--- src/hdl/intc32_pkg.sv ---
// intc32_pkg: beat types and register offsets for the 32-line interrupt controller
// no dependencies; used by interrupt_controller_32_line and its checker
`timescale 1ns / 1ps

package intc32_pkg;

   // request kinds
   localparam logic [1:0] KIND_RAISE = 2'd0;
   localparam logic [1:0] KIND_LOWER = 2'd1;
   localparam logic [1:0] KIND_READ  = 2'd2;
   localparam logic [1:0] KIND_WRITE = 2'd3;

   // register window offsets
   localparam logic [11:0] OFS_STATUS      = 12'h000;
   localparam logic [11:0] OFS_NUMBER      = 12'h004;
   localparam logic [11:0] OFS_DISABLE_ALL = 12'h008;
   localparam logic [11:0] OFS_DISABLE     = 12'h00c;
   localparam logic [11:0] OFS_ENABLE      = 12'h010;

   localparam int unsigned COUNT_W = 6;
   localparam logic [COUNT_W-1:0] COUNT_MAX = 6'd63;

   typedef struct packed {
      logic [1:0]  req_type;
      logic [4:0]  line_index;
      logic [11:0] bus_offset;
      logic [31:0] write_data;
   } intc_req_type;

   typedef struct packed {
      logic [31:0] read_data;
      logic        bad_offset;
      logic        irq_out;
   } intc_rsp_type;

endpackage

--- src/hdl/interrupt_controller_32_line.sv ---
// interrupt_controller_32_line: line latching, enable mask, pending count and irq
// depends on intc32_pkg
`timescale 1ns / 1ps

// One beat is taken on every clock at which start is high; busy never rises,
// so line events and bus accesses can follow one another without gaps. Each
// beat is registered, then processed against the stored masks and count in the
// next cycle. Its result is registered in rsp_ff and is on the result ports for
// exactly one cycle with rsp_strobe high. The receiver has no way to stall: a
// result not captured in its strobe cycle is gone. Beats are handled strictly
// in order, so a read sees every earlier raise, lower and write.
module interrupt_controller_32_line #(
   parameter int unsigned NUM_LINES = 32
) (
   input  logic                     clock,
   input  logic                     reset,
   input  logic                     start,
   output logic                     busy,
   input  intc32_pkg::intc_req_type req_data,
   output logic                     rsp_strobe,
   output intc32_pkg::intc_rsp_type rsp_data
);

   // input register stage
   logic                     req_valid_ff;
   intc32_pkg::intc_req_type req_ff;

   // controller state
   logic [NUM_LINES-1:0]            levels_ff, levels_in;
   logic [NUM_LINES-1:0]            enables_ff, enables_in;
   logic [intc32_pkg::COUNT_W-1:0]  count_ff, count_in;
   logic                            irq_ff, irq_in;

   // result register stage
   logic                     rsp_strobe_ff;
   intc32_pkg::intc_rsp_type rsp_ff, rsp_in;

   // one-hot selects for the event line and the bus write line
   logic [NUM_LINES-1:0] evt_mask;
   logic [NUM_LINES-1:0] wr_mask;
   logic [NUM_LINES-1:0] pend;
   logic [4:0]           lowest;
   logic                 evt_hit;
   logic                 wr_hit;

   // no back-pressure: every start is taken
   assign busy = 1'b0;

   always_comb begin
      for (int i = 0; i < NUM_LINES; i++) begin
         evt_mask[i] = (req_ff.line_index == 5'(i));
         wr_mask[i]  = (req_ff.write_data[4:0] == 5'(i));
      end
   end

   // lowest pending line, 0 when nothing pending
   assign pend = levels_ff & enables_ff;
   always_comb begin
      lowest = '0;
      for (int i = NUM_LINES - 1; i >= 0; i--) begin
         if (pend[i]) begin
            lowest = 5'(i);
         end
      end
   end

   assign evt_hit = |evt_mask;
   assign wr_hit  = |wr_mask;

   always_comb begin
      levels_in  = levels_ff;
      enables_in = enables_ff;
      count_in   = count_ff;
      irq_in     = irq_ff;
      rsp_in.read_data  = '0;
      rsp_in.bad_offset = 1'b0;

      if (req_valid_ff) begin
         case (req_ff.req_type)
            intc32_pkg::KIND_RAISE: begin
               // only an enabled line that is not yet latched counts
               if (evt_hit && ((levels_ff & evt_mask) == '0) &&
                   ((enables_ff & evt_mask) != '0)) begin
                  if (count_ff != intc32_pkg::COUNT_MAX) begin
                     count_in = count_ff + 1'b1;
                  end
                  levels_in = levels_ff | evt_mask;
                  irq_in    = |(levels_in & enables_ff);
               end
            end
            intc32_pkg::KIND_LOWER: begin
               if ((levels_ff & evt_mask) != '0) begin
                  if (count_ff != '0) begin
                     count_in = count_ff - 1'b1;
                  end
                  levels_in = levels_ff & ~evt_mask;
                  irq_in    = |(levels_in & enables_ff);
               end
            end
            intc32_pkg::KIND_READ: begin
               case (req_ff.bus_offset)
                  intc32_pkg::OFS_STATUS: rsp_in.read_data = 32'(count_ff);
                  intc32_pkg::OFS_NUMBER: rsp_in.read_data = 32'(lowest);
                  default:                rsp_in.bad_offset = 1'b1;
               endcase
            end
            default: begin
               // bus write: irq left as it stands
               case (req_ff.bus_offset)
                  intc32_pkg::OFS_DISABLE_ALL: begin
                     count_in  = '0;
                     levels_in = '0;
                  end
                  intc32_pkg::OFS_DISABLE: begin
                     if ((enables_ff & wr_mask) != '0) begin
                        if (((levels_ff & wr_mask) != '0) && (count_ff != '0)) begin
                           count_in = count_ff - 1'b1;
                        end
                        enables_in = enables_ff & ~wr_mask;
                     end
                  end
                  intc32_pkg::OFS_ENABLE: begin
                     if (wr_hit && ((enables_ff & wr_mask) == '0)) begin
                        enables_in = enables_ff | wr_mask;
                        if (((levels_ff & wr_mask) != '0) &&
                            (count_ff != intc32_pkg::COUNT_MAX)) begin
                           count_in = count_ff + 1'b1;
                        end
                     end
                  end
                  default: rsp_in.bad_offset = 1'b1;
               endcase
            end
         endcase
      end
      rsp_in.irq_out = irq_in;
   end

   // control and state registers
   always_ff @(posedge clock) begin
      if (reset) begin
         req_valid_ff  <= 1'b0;
         rsp_strobe_ff <= 1'b0;
         levels_ff     <= '0;
         enables_ff    <= '0;
         count_ff      <= '0;
         irq_ff        <= 1'b0;
      end else begin
         req_valid_ff  <= start && !busy;
         rsp_strobe_ff <= req_valid_ff;
         levels_ff     <= levels_in;
         enables_ff    <= enables_in;
         count_ff      <= count_in;
         irq_ff        <= irq_in;
      end
   end

   // payload registers
   always_ff @(posedge clock) begin
      if (start && !busy) begin
         req_ff <= req_data;
      end
      if (req_valid_ff) begin
         rsp_ff <= rsp_in;
      end
   end

   assign rsp_strobe = rsp_strobe_ff;
   assign rsp_data   = rsp_ff;

endmodule

--- config.mk ---
export PLATFORM = sky130hd
export DESIGN_NAME = interrupt_controller_32_line
export DESIGN_NICKNAME = d
export VERILOG_FILES = /design/src/hdl/intc32_pkg.sv /design/src/hdl/interrupt_controller_32_line.sv
export SDC_FILE = /design/constraint.sdc
export NUM_CORES = 1
export LEC_CHECK = 0
export BUFFER_PORTS_ARGS = -buffer_cell sky130_fd_sc_hd__buf_2
export CAP_MARGIN = 5
export CORE_MARGIN = 2
export CORE_UTILIZATION = 30
export CTS_BUF_LIST = sky130_fd_sc_hd__clkbuf_4
export CTS_CLUSTER_SIZE = 14
export DETAILED_ROUTE_END_ITERATION = 16
export GPL_TIMING_DRIVEN = 0
export PLACE_DENSITY = 0.48
export SLEW_MARGIN = 0
export SYNTH_ARGS = -nofsm -noshare
export SYNTH_HDL_FRONTEND = slang
export SYNTH_SLANG_ARGS = --single-unit
--- constraint.sdc ---
create_clock -name clock -period 5.4 [get_ports clock]
set_input_delay 1.08 -clock clock [delete_from_list [all_inputs] [get_ports clock]]
set_output_delay 1.08 -clock clock [all_outputs]
set_load 0.01 [all_outputs]
# == Word level (Yosys, flattened, before mapping) ==
# Index checks and enable logic that the tools add are counted.
# Widths: inputs -> output; s select.
# totals
regBits,131
in_bits,54
out_inout_bits,36
elab_cells,196
# op_classes
n_addsub,2
n_eq_ne,79
mux,57
bitwise,15
n_reduce_logical,30
# ops
cell,count
$and 32x32->32,9
$eq 5x5->1 const B,32
$mux 32,5
$mux 5,32
$reduce_bool 32->1,4
$reduce_or 32->1,4
$pmux 32 s3,1
$eq 5x4->1 const B,16
$logic_not 32->1,2
$not 32->32,2
$or 32x32->32,2
$pmux 32 s2,1
$mux 6,8
$eq 5x3->1 const B,8
$pmux 6 s3,2
$eq 12x4->1 const B,2
$eq 5x2->1 const B,4
$ne 4x4->1 const B,4
$eq 12x3->1 const B,1
$eq 12x5->1 const B,1
$logic_not 12->1,1
$ne 2x2->1 const B,6
$pmux 6 s2,1
$reduce_and 11->1,1
other kinds (19),34

# == Depth between registers and ports, before layout ==
# depth
ltp_word,34
ltp_mapped,15
depth_no_buf,9

# == Worst setup path before layout ==
# No wires, ideal clock.
# synth_timing
kind,flip-flop to flip-flop
from,register req_ff[47] (netlist bit)
to,register levels_ff[12]
setup_ps,117
t_arrival_ps,2996
required_time_ps,5283
setup_slack_ps,2286
stages_incl_launch_ff,11
path_buffers,1
synth_period_minus_slack_ps,3114
path_cell_list,edfxtp_1 > mux2_4 > a22oi_1 > o22ai_1 > or4_4 > or3_4 > and2_1 > o21ai_2 > buf_4 > mux2_2 > a32o_1
# synth_between
elab_chain_cells,7
elab_cells_between_ends,49
cone_classes,33 x eq/ne; 3 x mux; 5 x bitwise; 8 x reduce/logical
# synth_rtl
item,line,source
start: declaration,interrupt_controller_32_line.sv:26,intc32_pkg::intc_req_type req_ff;
start signal: assignment,interrupt_controller_32_line.sv:161,req_ff <= req_data;
$eq 5x1->1 (tied with other cells),interrupt_controller_32_line.sv:51,evt_mask[i] = (req_ff.line_index == 5'(i));
$and 32x32->32,"interrupt_controller_32_line.sv:82, interrupt_controller_32_line.sv:92",
$logic_not 32->1,interrupt_controller_32_line.sv:82,if (evt_hit && ((levels_ff & evt_mask) == '0) &&
$logic_and 1x1->1 (2 in series),interrupt_controller_32_line.sv:82,
$ne 2x2->1 (no line),-,
$reduce_and 5->1 (no line),-,
end signal: assignment,interrupt_controller_32_line.sv:151,levels_ff <= levels_in;
end: declaration,interrupt_controller_32_line.sv:29,"logic [NUM_LINES-1:0] levels_ff, levels_in;"
# Several ways; a longest one is shown, not always the timed one. The select of a mux whose other input is x is not followed.
# A chain may end at the register's enable or synchronous reset.

# == Worst setup path in the final report ==
# layout_timing
from,register req_ff[48] (netlist bit)
to,register levels_ff[9]
# Same word-level chain as after synthesis.

==> flow_summary.yaml <==
timing:
  min_period_over_period_pct: 76.94
  period_minus_slack_ns: 4.155
  rsz0062_at_grt: "no"
  fin_setup_tns_ns: 0
  postLayoutSetupSlackWorst_ns: 1.245
  max_slew.worst_pin.slew_ns: 0.8447
  slew_violations: 0
  finalSetupViolations: 0
  slew_headroom_pct: 43.17
  hold_viol_final: 0
  fmax_mhz: 240.7
  fin_worst_skew_ns: 0.01790
synthesis:
  ys.warnings.count: 0
  yosys.area_share.simple_pct: 25.74
  syn_avg_cell_area_um2: 8.224
  synth_area_leaders: "dfxtp_1 (20%), edfxtp_1 (13%), mux2i_1 (6.7%)"
  synth_top_area_share_pct: 19.92
  synth_mux_area_share_pct: 9.807
  synth_fa_ha_area_share_pct: 0.5117
  synth_top_family_by_area: "simple AND/OR/NAND/NOR gates"
  syn_area_um2: 7336
  ys_seq_area_share_pct: 33.02
  ys.flop_type: "dfxtp_1"
  synthCells: 892
  ys_ff_latch: 105
  synth_compound_area_share_pct: 23.11
  async_flop_share_pct: 0
  ys_types: 76
  synth-edff-count: 32
  yosysTopAreaCell: "dfxtp_1"
  synth_xor_area_share_pct: 0
cells_and_area:
  final_cell_area_um2: 8169
  multi_input_area_um2: 4442
  area_growth_pct: 11.36
  drive_gt1_share_pct: 13.64
  utilization_pct: 33.79
  regArea_um2: 2422
  fillers: 2583
  fin_nets: 1020
critical_path:
  crit_end: "levels_ff[9]$_SDFFE_PP0P_"
  crit_fanout: 10
  worstSetupStartpointType: "flop"
  crit_start: "req_ff[48]$_DFFE_PP_"
  crit_type: "flop to flop"
  r2r_cells: 12
  r2r_slack_ns: 1.25
  endpoint_kind: "flop"
  critPathArrivalTime_ns: 4.59
  reg2reg_to: "levels_ff[9]$_SDFFE_PP0P_"
  r2r-start: "req_ff[48]$_DFFE_PP_"
  cp.required_ns: 5.84
clocking:
  postCtsSetupBuffers: 0
  hold_buffers: 0
  cts-buffers-inserted: 9
  h-tree-depth: 3
  path_clk_slew_ns: 0.20
  worstSkewPairLatency_ns: 0.53
  post_cts_resized: 0
  cts.sinks: 105
  cts_tree: "yes"
  root_buffer: "clkbuf_4"
  cts_buffer_depth: 2
global_routing:
  antenna_found_initial: 1
  grt_max_degree: 26
  grt_pass1_vias: 6891
  overflow: 0
  grt_first_pass_wirelength_um: 45800
  grt_usage_pct: 23.85
routing:
  avgViaCountPerCell: 5.741
  wirelength_um: 30930
  ant_nets: 0
  drtIter0Drc: 887
  first_pass_iters: 5
  wl_per_cell_um: 23.88
  drc: 0
  routed-via-count: 7435
place:
  dpl_worst_slack_ns: 1.381
  dpl_cell_area_um2: 8009
  port_buffers: 34
  dp.final_hpwl_um: 23010
  gp_congestion: 1.017
floorplan:
  num_io_pins: 90
  rows: 57
  die_x_um: 160.4
  die_y_um: 160.4
  die-area_um2: 25720
  core_area_um2: 24180
  initial_core_util_pct: 30.34
outcome:
  outcome: "finished clean"
power:
  p_leak_nw: 2.983
  total_power_mw: 1.579
  peakVddDrop_mv: 0.09584
  power_density_nw_per_um2: 193.2
worst_hold_path:
  hp-class: "flop to flop"
run:
  cap_violations: 0
==> area by class of cell <==
class,instances,share of cell area [%]
Antenna cell,3,0.09190
Clock buffer,9,0.8271
Inverter,13,0.5973
Sequential cell,105,29.65
Multi-Input combinational cell,698,54.37
Tap cell,324,4.962
Buffer,102,6.372
Timing Repair Buffer,34,2.083
Clock inverter,7,1.042
==> metrics by stage <==
step / hold WS, ns / instances
2_1_floorplan: 0.4399 / 918
3_3_place_gp: 0.4524 / 1276
3_5_place_dp: 0.4535 / 1276
4_1_cts: 0.4782 / 1292
5_1_grt: 0.5357 / 1295
6_report: 0.4807 / 1295
==> power breakdown <==
| group | internal [mW] | leakage (nW) | switching (mW) |
|---|---|---|---|
| Sequential | 0.832 | 0.901 | 0.0112 |
| Clock | 0.110 | 0.0765 | 0.334 |
| Combinational | 0.0887 | 2.01 | 0.202 |
==> metal layers <==
layer / GRT usage, % / vias up / part of all wire [%] / wire (µm)
met5: 0 / - / 0 / 0
met4: 9.787 / 0 / 4.1 / 1261
met3: 4.003 / 77 / 6.9 / 2124
met2: 37.88 / 331 / 45 / 13890
met1: 32.24 / 3582 / 44 / 13650
li1: - / 3445 / - / -
==> worst min path at each step <==
stage,endpoint,start,cells after the start
6_report,irq_ff$_SDFF_PP0_,irq_ff$_SDFF_PP0_,2
5_1_grt,irq_ff$_SDFF_PP0_,irq_ff$_SDFF_PP0_,2
4_1_cts,irq_ff$_SDFF_PP0_,irq_ff$_SDFF_PP0_,2
3_5_place_dp,irq_ff$_SDFF_PP0_,irq_ff$_SDFF_PP0_,2
3_3_place_gp,irq_ff$_SDFF_PP0_,irq_ff$_SDFF_PP0_,2
2_1_floorplan,irq_ff$_SDFF_PP0_,irq_ff$_SDFF_PP0_,2
==> critical path: stages, from the launching register on <==
cell and delay (ns):
edfxtp_1 0.40, buf_2 0.22, buf_2 0.27, buf_1 0.56, mux2i_1 0.33, nor3b_1 0.08, a2111oi_0 0.46, and4b_1 0.46
nor3_1 0.10, o21ai_2 0.35, buf_4 0.26, mux2_2 0.36, a32o_1 0.20
==> cells by family after synthesis <==
| kind of cell | count (synthesis) |
|---|---|
| AO/OA/AOI/OAI | 231 |
| adder cells (fa/ha/maj) | 3 |
| buffers and inverters | 115 |
| flip-flops | 105 |
| multiplexers | 69 |
| other | 1 |
| AND/OR/NAND/NOR | 368 |
==> cells in the final DEF (no fill, tap or decap), drive strengths merged, types with 5 or more instances in the layout <==
master	synthesis	final
a32oi	5	5
and3	16	16
clkinv	0	5
clkbuf	53	62
and3b	6	6
conb	1	27
mux2	20	20
o21ai	16	16
o22ai	10	10
nor4	27	27
a22oi	14	14
nand2b	11	11
edfxtp	32	32
mux2i	49	49
nand4	12	12
nor3	32	32
dfxtp	73	73
a31oi	9	9
buf	49	83
a22o	16	16
a21o	11	11
or3	6	6
nand3	29	29
nand2	86	86
nor2b	25	25
o2bb2ai	10	10
o211ai	7	7
o32ai	5	5
nor3b	8	8
a21oi	70	70
inv	13	14
and2	12	12
a32o	23	23
nor2	79	79
==> cells in the mapped netlist (6+ instances only) <==
library cell,n
a32o_1,23
nand3_1,29
edfxtp_1,32
a31oi_1,9
mux2i_1,49
nor2b_1,25
inv_1,13
and3b_1,6
and3_1,16
a22oi_1,14
buf_2,16
o22ai_1,10
and2_1,11
nand4_1,12
a22o_1,16
nor4_1,27
a21o_1,11
o2bb2ai_1,10
o211ai_1,7
dfxtp_1,73
nand2_1,86
nor2_1,78
nand2b_1,11
clkbuf_1,52
nor3_1,32
buf_4,29
o21ai_0,14
a21oi_1,70
nor3b_1,7
mux2_2,19
(Power assumes the default switching activity.)
